[config.mk]
export PLATFORM = sky130hd
export DESIGN_NAME = msr_slot_cell
export DESIGN_NICKNAME = d
export VERILOG_FILES = /design/src/msr_pkg.sv /design/src/msr_slot_cell.sv
export SDC_FILE = /design/constraint.sdc
export NUM_CORES = 1
export LEC_CHECK = 0
export BUFFER_PORTS_ARGS = -buffer_cell sky130_fd_sc_hd__buf_2
export CELL_PAD_IN_SITES_DETAIL_PLACEMENT = 1
export CELL_PAD_IN_SITES_GLOBAL_PLACEMENT = 2
export CORE_AREA = 3 3 40 42
export CTS_BUF_LIST = sky130_fd_sc_hd__clkbuf_8 sky130_fd_sc_hd__clkbuf_16
export DETAILED_ROUTE_END_ITERATION = 7
export DIE_AREA = 0 0 43 45
export GPL_TIMING_DRIVEN = 0
export PLACE_DENSITY = 0.59
export SLEW_MARGIN = 10
export SYNTH_ARGS = -nofsm -noshare
export SYNTH_HDL_FRONTEND = slang
export SYNTH_SLANG_ARGS = --single-unit
[constraint.sdc]
create_clock -name i_clk -period 1 [get_ports i_clk]
set_input_delay 0.05 -clock i_clk [delete_from_list [all_inputs] [get_ports i_clk]]
set_output_delay 0.05 -clock i_clk [all_outputs]
set_load 0.02 [all_outputs]
[src/msr_pkg.sv]
// Shared types and constants of the subscription router.
package msr_pkg;

    // Input request fields
    typedef struct packed {
        logic [1:0] req_type;
        logic [2:0] client_slot;
        logic [7:0] packet_byte;
        logic       packet_end;
    } t_req;

    typedef enum logic [2:0] {
        KIND_CONNACK  = 3'd0,
        KIND_SUBACK   = 3'd1,
        KIND_PINGRESP = 3'd2,
        KIND_FORWARD  = 3'd3,
        KIND_ASSIGNED = 3'd4,
        KIND_REJECTED = 3'd5
    } t_kind;

    // Result fields
    typedef struct packed {
        t_kind       result_kind;
        logic [2:0]  out_slot;
        logic [15:0] ack_packet_id;
        logic [5:0]  forward_topic_length;
        logic [7:0]  forward_payload_length;
        logic        run_last;
    } t_res;

    // Request types
    localparam logic [1:0] REQ_BYTE  = 2'd0;
    localparam logic [1:0] REQ_OPEN  = 2'd1;
    localparam logic [1:0] REQ_CLOSE = 2'd2;

    // Control packet types (high nibble of the first byte)
    localparam logic [3:0] PKT_CONNECT    = 4'h1;
    localparam logic [3:0] PKT_PUBLISH    = 4'h3;
    localparam logic [3:0] PKT_SUBSCRIBE  = 4'h8;
    localparam logic [3:0] PKT_PINGREQ    = 4'hC;
    localparam logic [3:0] PKT_DISCONNECT = 4'hE;

    // Topic characters
    localparam logic [7:0] CH_HASH  = 8'h23;
    localparam logic [7:0] CH_PLUS  = 8'h2B;
    localparam logic [7:0] CH_SLASH = 8'h2F;

    localparam logic [8:0] POS_MAX     = 9'd511;
    localparam int         MAX_RESULTS = 40;
    localparam int         NRW         = $clog2(MAX_RESULTS + 1);

    // Controller states
    typedef enum logic [2:0] {
        S_IDLE,
        S_FIN,
        S_COPY_RD,
        S_COPY_WR,
        S_WALK,
        S_RD,
        S_EV,
        S_FLUSH
    } t_state;

    // Command to one slot cell
    typedef struct packed {
        logic open;
        logic close;
        logic inc;
    } t_cell_cmd;

endpackage

[src/msr_slot_cell.sv]
// One client slot cell: open flag, filter count and free-slot chain link.
module msr_slot_cell
    import msr_pkg::*;
#(
    parameter int CW = 4
) (
    input  logic          i_clk,
    input  logic          i_rst_n,
    input  t_cell_cmd     i_cmd,
    input  logic          i_free_in,
    output logic          o_free_out,
    output logic          o_pick,
    output logic          o_open,
    output logic [CW-1:0] o_count
);

    logic          r_open;
    logic [CW-1:0] r_count;

    // Pass the "lower slot is free" flag up the row
    assign o_pick     = !r_open && !i_free_in;
    assign o_free_out = i_free_in || !r_open;
    assign o_open     = r_open;
    assign o_count    = r_count;

    // Hold slot state
    always_ff @(posedge i_clk) begin
        if (!i_rst_n) begin
            r_open  <= 1'b0;
            r_count <= '0;
        end else if (i_cmd.open) begin
            r_open  <= 1'b1;
            r_count <= '0;
        end else begin
            if (i_cmd.close) r_open <= 1'b0;
            if (i_cmd.inc) r_count <= r_count + CW'(1);
        end
    end

endmodule

==> metrics.sh, run 1 <==
MAX-SLEW-MARGIN-REL=0.9089
CTS-ROOT-BUF='sky130_fd_sc_hd__clkbuf_8'
ROUTE.ANTENNA.REMAINING_NETS=0
AVGVIACOUNTPERCELL=4.189
DETAILROUTE.VIA_COUNT=222
NETLIST_INSTANCES=22
GRT_PASS1_WL_UM=931
N_FILL_CELL=157
WORST_R2R_ENDPOINT='o_count[1]$_SDFFE_PP0P_'
FINAL_MAX_SLEW_VIOL_COUNT=0
YS_TOP_CELLS_BY_AREA='sky130_fd_sc_hd__dfxtp_1 (44%), sky130_fd_sc_hd__mux2i_1 (8.9%), sky130_fd_sc_hd__nand3b_1 (6.7%), sky130_fd_sc_hd__ha_1 (5.6%), sky130_fd_sc_hd__nor2_1 (5.0%)'
CTS_HOLD_BUFFERS=0
REGTOREGSTARTPOINT='o_count[0]$_SDFFE_PP0P_'
DIE_X_UM=43
HP-CLASS='in2reg'
WORSTREGTOREGCELLS=3
CLK_PATH_BUF_DEPTH=2
WORST_PATH_MAX_DELAY_CELL='sky130_fd_sc_hd__dfxtp_2'
POSTCTSSETUPREPAIRBUFS=0
DRT_ITER0_DRC=0
INITIAL_STANDARD_CELL_UTILIZATION_OF_THE_CORE=0.1753
FP.COREAREA_UM2=1285
YOSYSSEQAREASHARE=0.4444
WL_PER_CELL_UM=10.53
CRITICAL_PATH.N_BUFFERS_INVERTERS=0
CRITPATHCAPTURETYPE='flop'
CP.ARRIVAL_NS=0.99
GRT_PASS1_VIAS=218
CLOCK_SINKS=5
POWER.LEAKAGE_nW=0.1722
CTS_BUFFERS=3
SYNTH_SEQ_CELLS=5
WORSTHOLDENDPOINT='o_open$_SDFFE_PN0P_'
COUNT_OF_BOUNDARY_I_O_PINS=13
TIMING.CRITICAL_PATH.CELLS='ha_4 -> mux2i_1 -> nor2_1'
TIMING_HOLD_VIOLATIONS_FINAL=0
GROUTE.USAGE.OVERALL=0.07244
MIN_PATH_CELLS=2
GP_ROUTABILITY_CONGESTION=0.6127
PLACE.DETAILED.HPWL_UM=430.3
VDD_IR_DROP_MAX_V=0.0005806
HTREEDEPTH=1
ACHIEVABLE-FREQUENCY_GHz=1.128
IO_BUFFERS=12
PLACED_CELLS_INCL_TAPS=49
GRT_ANTENNA_BEFORE_REPAIR=0
SETUP_VIOL=0
GLOBAL_ROUTE.OVERFLOW_TOTAL=0
INSERTION_DELAY_NS=0.22
PERIOD_SHARE=0.8867
FINAL_NETS=46
SYNTH.LARGEST_AREA_CELL='sky130_fd_sc_hd__dfxtp_1'
CPPEAKSTAGEDELAY_NS=0.37
AREA.GROWTH.SYNTH_TO_FINAL_PCT=61.67
WORST_PATH_REQUIRED_NS=1.11
ROUTE.DETAILED.DRC=0
YOSYS_TOP_CELL_AREA_SHARE=0.4444
POWERDENSITY_nW_PER_UM2=1739
LAYOUTNONFILLERINSTCOUNT=53
FP_ROWS=13
YOSYSWARNINGCOUNT=0
DRIVE_ABOVE_1_SHARE=0.5000
WORST_CLOCK_SKEW_NS=0.0005425
CP_MAX_FO=4
CLK_TRANSITION_REPORTED_PATHS_NS=0.04
DETAIL_ROUTE.WIRELENGTH_UM=558
FIN_SETUP_TNS_NS=0
POSTSYNTHAREAPERCELL_UM2=10.24
ANTENNA_CELLS_INSERTED=0
FINALWORSTPATHREQUIREDPERIOD_NS=0.8867
DIE_HEIGHT_UM=45
DRT-PASS1-ITER-COUNT=1
RSZ_0062_RAISED_AFTER_GLOBAL_ROUTING='false'
CRIT_PATH_CATEGORY='reg2reg'
SYNTH_NETS=29
TRITONCTS='yes'
HOLD_START='i_rst_n'
SETUP_SLACK_OF_THE_WORST_REGISTER_TO_REGISTER_PATH_NS=0.11
MAPPEDNETLISTAREA_UM2=225.2
WORST-SLEW-PIN-TRANSITION_NS=0.1328
MAX_CAP_VIOL_COUNT=0
DESIGN.DIE.AREA_UM2=1935
CRITPATHLAUNCHTYPE='flop'
GRT_START_MAX_NET_PINS=6
STATUS='completed'
CRIT_FAMILY='flip-flops'
SYNTH.DISTINCT_CELLS=14
synth_stat cells:
cell                       count
sky130_fd_sc_hd__a21bo_2       1
sky130_fd_sc_hd__or3b_1        1
sky130_fd_sc_hd__nand4_1       1
sky130_fd_sc_hd__nand2b_1      1
sky130_fd_sc_hd__or2b_1        1
sky130_fd_sc_hd__nand3b_1      2
sky130_fd_sc_hd__nor2b_1       1
sky130_fd_sc_hd__mux2i_1       2
sky130_fd_sc_hd__nor2_1        3
sky130_fd_sc_hd__ha_1          1
sky130_fd_sc_hd__dfxtp_1       5
sky130_fd_sc_hd__xnor2_1       1
sky130_fd_sc_hd__o21a_1        1
sky130_fd_sc_hd__a21oi_1       1
cells by family after synthesis:
kind of cell / after synthesis / share of synthesized area
and+or+nand+nor: 10 / 0.2723
DFF: 5 / 0.4445
AOI/OAI and AO/OA: 3 / 0.09999
muxes: 2 / 0.08889
xor gates and xnor gates: 1 / 0.03890
adders and majority gates: 1 / 0.05555
report_power, final:
group	internal (W)	total [W]	switching [W]
clock	0.000263	0.000360	0.0000970
sequential	0.000207	0.000214	0.00000694
combinational	0.0000277	0.0000592	0.0000315
total	0.000498	0.000633	0.000135
flip-flops by register name, summed over array words and instances, names as in the netlist:
signal,flops
o_open,1
o_count,4
metal layers:
metal,vias up,wire length (µm),GRT usage
met5,-,0,0
met4,0,0,0.07229
met3,0,77,0.04382
met2,13,261,0.1048
met1,100,219,0.06988
li1,109,-,-
worst max path at each step:
stage / startpoint / to / depth (start not counted)
after floorplan: o_count[0]$_SDFFE_PP0P_ / o_count[2]$_SDFFE_PP0P_ / 3
after global placement: o_count[0]$_SDFFE_PP0P_ / o_count[2]$_SDFFE_PP0P_ / 3
after detailed placement: o_count[0]$_SDFFE_PP0P_ / o_count[1]$_SDFFE_PP0P_ / 3
after CTS: o_count[0]$_SDFFE_PP0P_ / o_count[1]$_SDFFE_PP0P_ / 3
after global routing: o_count[0]$_SDFFE_PP0P_ / o_count[1]$_SDFFE_PP0P_ / 3
final: o_count[0]$_SDFFE_PP0P_ / o_count[1]$_SDFFE_PP0P_ / 3
per-stage QoR:
stage	power, W	hold WS, ns	utilization	area [µm²]	setup WS, ns
floorplan	0.0002462	0.1675	-	227.7	0.07085
finish	0.0006330	0.07314	0.2834	364.1	0.1133
global route	0.0006857	0.08519	0.2834	364.1	0.02911
CTS	0.0006499	0.07484	0.2736	351.6	0.06855
global placement	0.0002721	0.2933	0.2386	306.5	0.09311
detailed placement	0.0002739	0.3037	0.2386	306.5	0.07550
layout by cell type, fill, tap and decap left out, drive strengths merged:
cell type and count:
a21oi 1, nor2b 1, xnor2 1, o21a 1, a21bo 1, nand3b 2
nand4 1, or2b 1, clkbuf 3, dfxtp 5, nor2 3, mux2i 2
ha 1, buf 12, inv 1, nand2b 1, or3b 1
what timing repair did:
| item | CTS | global route |
|---|---|---|
| setup endpoints to repair | 0 | 1 |
| endpoints found under the hold margin | 0 | 0 |
| gates resized for setup | 0 | 1 |
final cells by class:
type,instances,area [µm²],share of cell area
tap,15,18.77,0.05155
clock buffer,3,41.29,0.1134
timing repair buffer,12,60.06,0.1649
sequential,5,102.6,0.2818
clock inverter,1,3.754,0.01031
multi-input combinational,17,137.6,0.3780
(Power assumes the default switching activity.)
==> inputs of run 2 (changes only) <==
--- a/config.mk
+++ b/config.mk
@@ -5,7 +5,7 @@
 export SDC_FILE = /design/constraint.sdc
 export NUM_CORES = 1
 export LEC_CHECK = 0
-export BUFFER_PORTS_ARGS = -buffer_cell sky130_fd_sc_hd__buf_2
+export BUFFER_PORTS_ARGS = -buffer_cell sky130_fd_sc_hd__buf_4
 export CELL_PAD_IN_SITES_DETAIL_PLACEMENT = 1
 export CELL_PAD_IN_SITES_GLOBAL_PLACEMENT = 2
 export CORE_AREA = 3 3 40 42
==> metrics.sh, run 2 (synthesis results as in run 1) <==
STATUS='completed'
CLOCK_POWER_FRAC=0.563  # -0.006
GROUTE.USAGE.OVERALL=0.06406  # -0.008380
DESIGN.DIE.AREA_UM2=1935  # unchanged
P_TOTAL_W=0.0006441  # +1.8%
AREA.GROWTH.SYNTH_TO_FINAL_PCT=69.44
WORST_PATH_REQUIRED_NS=1.15  # +0.04 ns
SEQ_POWER_SHARE=0.330  # -0.008
PLACE.DETAILED.HPWL_UM=424.5  # -1.3%
LAYOUTNONFILLERINSTCOUNT=53  # unchanged
CTS-ROOT-BUF='sky130_fd_sc_hd__clkbuf_8'
DETAILROUTE.WIRELENGTH.MET3_UM=78  # +1.3%
GRT_START_MAX_NET_PINS=6  # unchanged
CRITPATHLAUNCHTYPE='flop'
CRIT_PATH_CATEGORY='reg2reg'
CLK_PATH_BUF_DEPTH=2  # unchanged
DIE_HEIGHT_UM=45  # unchanged
WORST_PATH_MAX_DELAY_CELL='sky130_fd_sc_hd__dfxtp_2'
ACHIEVABLE-FREQUENCY_GHz=1.092  # -3.1%
CLK_TRANSITION_REPORTED_PATHS_NS=0.04  # about the same
CPPEAKSTAGEDELAY_NS=0.33  # -0.04 ns
FP_ROWS=13  # unchanged
POWERDENSITY_nW_PER_UM2=1688  # -2.9%
ANTENNA_CELLS_INSERTED=0  # unchanged
NUMBER_OF_FLIP_FLOPS_UNDER_THE_LARGEST_REGISTER_NAME=4  # unchanged
CTS_HOLD_BUFFERS=0  # unchanged
DRIVE_ABOVE_1_SHARE=0.4737  # -0.02632
CTSRESIZECOUNT=0  # unchanged
GRT_PASS1_WL_UM=890  # -4.4%
SETUP_SLACK_NS=0.08450  # -0.02881 ns
POWER.INTERNAL_W=0.0005075  # +2.0%
VDD_IR_DROP_MAX_V=0.0006232  # +7.3%
WORST-SLEW-PIN-TRANSITION_NS=0.1195  # -0.01335 ns
GLOBAL_ROUTE.OVERFLOW_TOTAL=0  # unchanged
FINALWORSTPATHREQUIREDPERIOD_NS=0.9155  # +0.02881 ns
TIMING_HOLD_VIOLATIONS_FINAL=0  # unchanged
IO_BUFFERS=12  # unchanged
INITIAL_STANDARD_CELL_UTILIZATION_OF_THE_CORE=0.1753  # unchanged
ROUTEDLENGTHMET1_UM=218  # -0.46%
POSTCTSSETUPREPAIRBUFS=0  # unchanged
MOSTFREQUENTLAYOUTCELL='sky130_fd_sc_hd__buf_4'
INSERTION_DELAY_NS=0.22  # about the same
MAX_CAP_VIOL_COUNT=0  # unchanged
CTS_BUFFERS=3  # unchanged
WORST_CLOCK_SKEW_NS=0.003323  # +0.002780 ns
WL_PER_CELL_UM=9.811  # -6.8%
CRITPATHCAPTURETYPE='flop'
DRT-PASS1-ITER-COUNT=1  # unchanged
DETAILROUTE.VIA_COUNT=216  # -2.7%
ROUTED.TOP_LAYER='met3'
TRITONCTS='yes'
PLACED_CELLS_INCL_TAPS=49  # unchanged
CLOCK_SINKS=5  # unchanged
DRT_ITER0_DRC=0  # unchanged
FIN_SETUP_TNS_NS=0  # unchanged
HTREEDEPTH=1  # unchanged
FINAL_MAX_SLEW_VIOL_COUNT=0  # unchanged
MOSTFREQUENTLAYOUTCELLS='sky130_fd_sc_hd__buf_4 (12), sky130_fd_sc_hd__nor2_1 (3), sky130_fd_sc_hd__clkbuf_8 (3), sky130_fd_sc_hd__dfxtp_1 (3)'
FP.COREAREA_UM2=1285  # unchanged
GRT_ANTENNA_BEFORE_REPAIR=0  # unchanged
TIMING.CRITICAL_PATH.CELLS='ha_1 -> a21bo_2 -> a21oi_1'
POWER.LEAKAGE_nW=0.1814  # +5.3%
DETAIL_ROUTE.WIRELENGTH_UM=520  # -6.8%
N_FILL_CELL=160  # +1.9%
GRT_PASS1_VIAS=221  # +1.4%
MAX-SLEW-MARGIN-REL=0.9181  # +0.009152
CP_MAX_FO=4  # unchanged
ROUTE.DETAILED.DRC=0  # unchanged
DETAILEDPLACE.WORSTSLACK_NS=0.08196  # +0.006465 ns
POWER.SWITCHING_W=0.0001366  # +0.86%
MET2_WIRELENGTH_UM=223  # -15%
SWITCHING_SHARE=0.2121  # -0.001875
COUNT_OF_BOUNDARY_I_O_PINS=13  # unchanged
HP-CLASS='in2reg'
AVGVIACOUNTPERCELL=4.075  # -2.7%
FINAL_NETS=46  # unchanged
ROUTE.ANTENNA.REMAINING_NETS=0  # unchanged
CP.ARRIVAL_NS=1.07  # +0.08 ns
GP_ROUTABILITY_CONGESTION=0.5811  # -5.2%
COMB_POWER_SHARE=0.107  # +0.013
RSZ_0062_RAISED_AFTER_GLOBAL_ROUTING='false'
DIE_X_UM=43  # unchanged
PERIOD_SHARE=0.9155  # +0.02881
SETUP_VIOL=0  # unchanged
==> run 2: power groups by stage <==
stage | sequential, W | combinational (W) | clock (W)
2_1_floorplan | 0.000221 | 0.0000247 | 0
3_3_place_gp | 0.000215 | 0.0000689 | 0
3_5_place_dp | 0.000216 | 0.0000702 | 0
4_1_cts | 0.000213 | 0.0000705 | 0.000377
5_1_grt | 0.000214 | 0.0000755 | 0.000393
6_report | 0.000213 | 0.0000690 | 0.000363
==> run 2: path summary, 6_finish.rpt <==
kind / from / to / depth (start not counted) / slack, ns
max: o_count[0]$_SDFFE_PP0P_ / o_count[2]$_SDFFE_PP0P_ / 3 / 0.08
min: i_rst_n / o_open$_SDFFE_PN0P_ / 2 / 0.06
max reg2reg: o_count[0]$_SDFFE_PP0P_ / o_count[2]$_SDFFE_PP0P_ / 3 / 0.08
min reg2reg: o_count[3]$_SDFFE_PP0P_ / o_count[3]$_SDFFE_PP0P_ / 2 / 0.52
==> run 2: through the flow <==
| stage | util | hold slack, ns | area [µm²] |
|---|---|---|---|
| finish | 0.2970 | 0.06276 | 381.6 |
| global placement | 0.2619 | 0.2792 | 336.6 |
| CTS | 0.2970 | 0.06043 | 381.6 |
| detailed placement | 0.2619 | 0.2871 | 336.6 |
| floorplan | - | 0.1675 | 227.7 |
| global route | 0.2970 | 0.07651 | 381.6 |
==> run 2: worst max-delay path, delay by kind of cell (launching register included) <==
family	cells	cell delay [ns]
flops	1	0.33
fa+ha+maj	1	0.21
compound gates	2	0.31
==> run 2: final cells by class <==
type | count | area, µm² | share of cell area
timing repair buffer | 12 | 90.09 | 0.2361
multi-input combinational | 17 | 125.1 | 0.3279
tap | 15 | 18.77 | 0.04918
clock inverter | 1 | 3.754 | 0.009836
clock buffer | 3 | 41.29 | 0.1082
sequential | 5 | 102.6 | 0.2689
==> run 2: layer usage <==
layer | vias to the layer above | GRT usage
met4 | 0 | 0.05422
met2 | 13 | 0.08683
met1 | 95 | 0.07452
met5 | - | 0
li1 | 108 | -
met3 | 0 | 0.03187
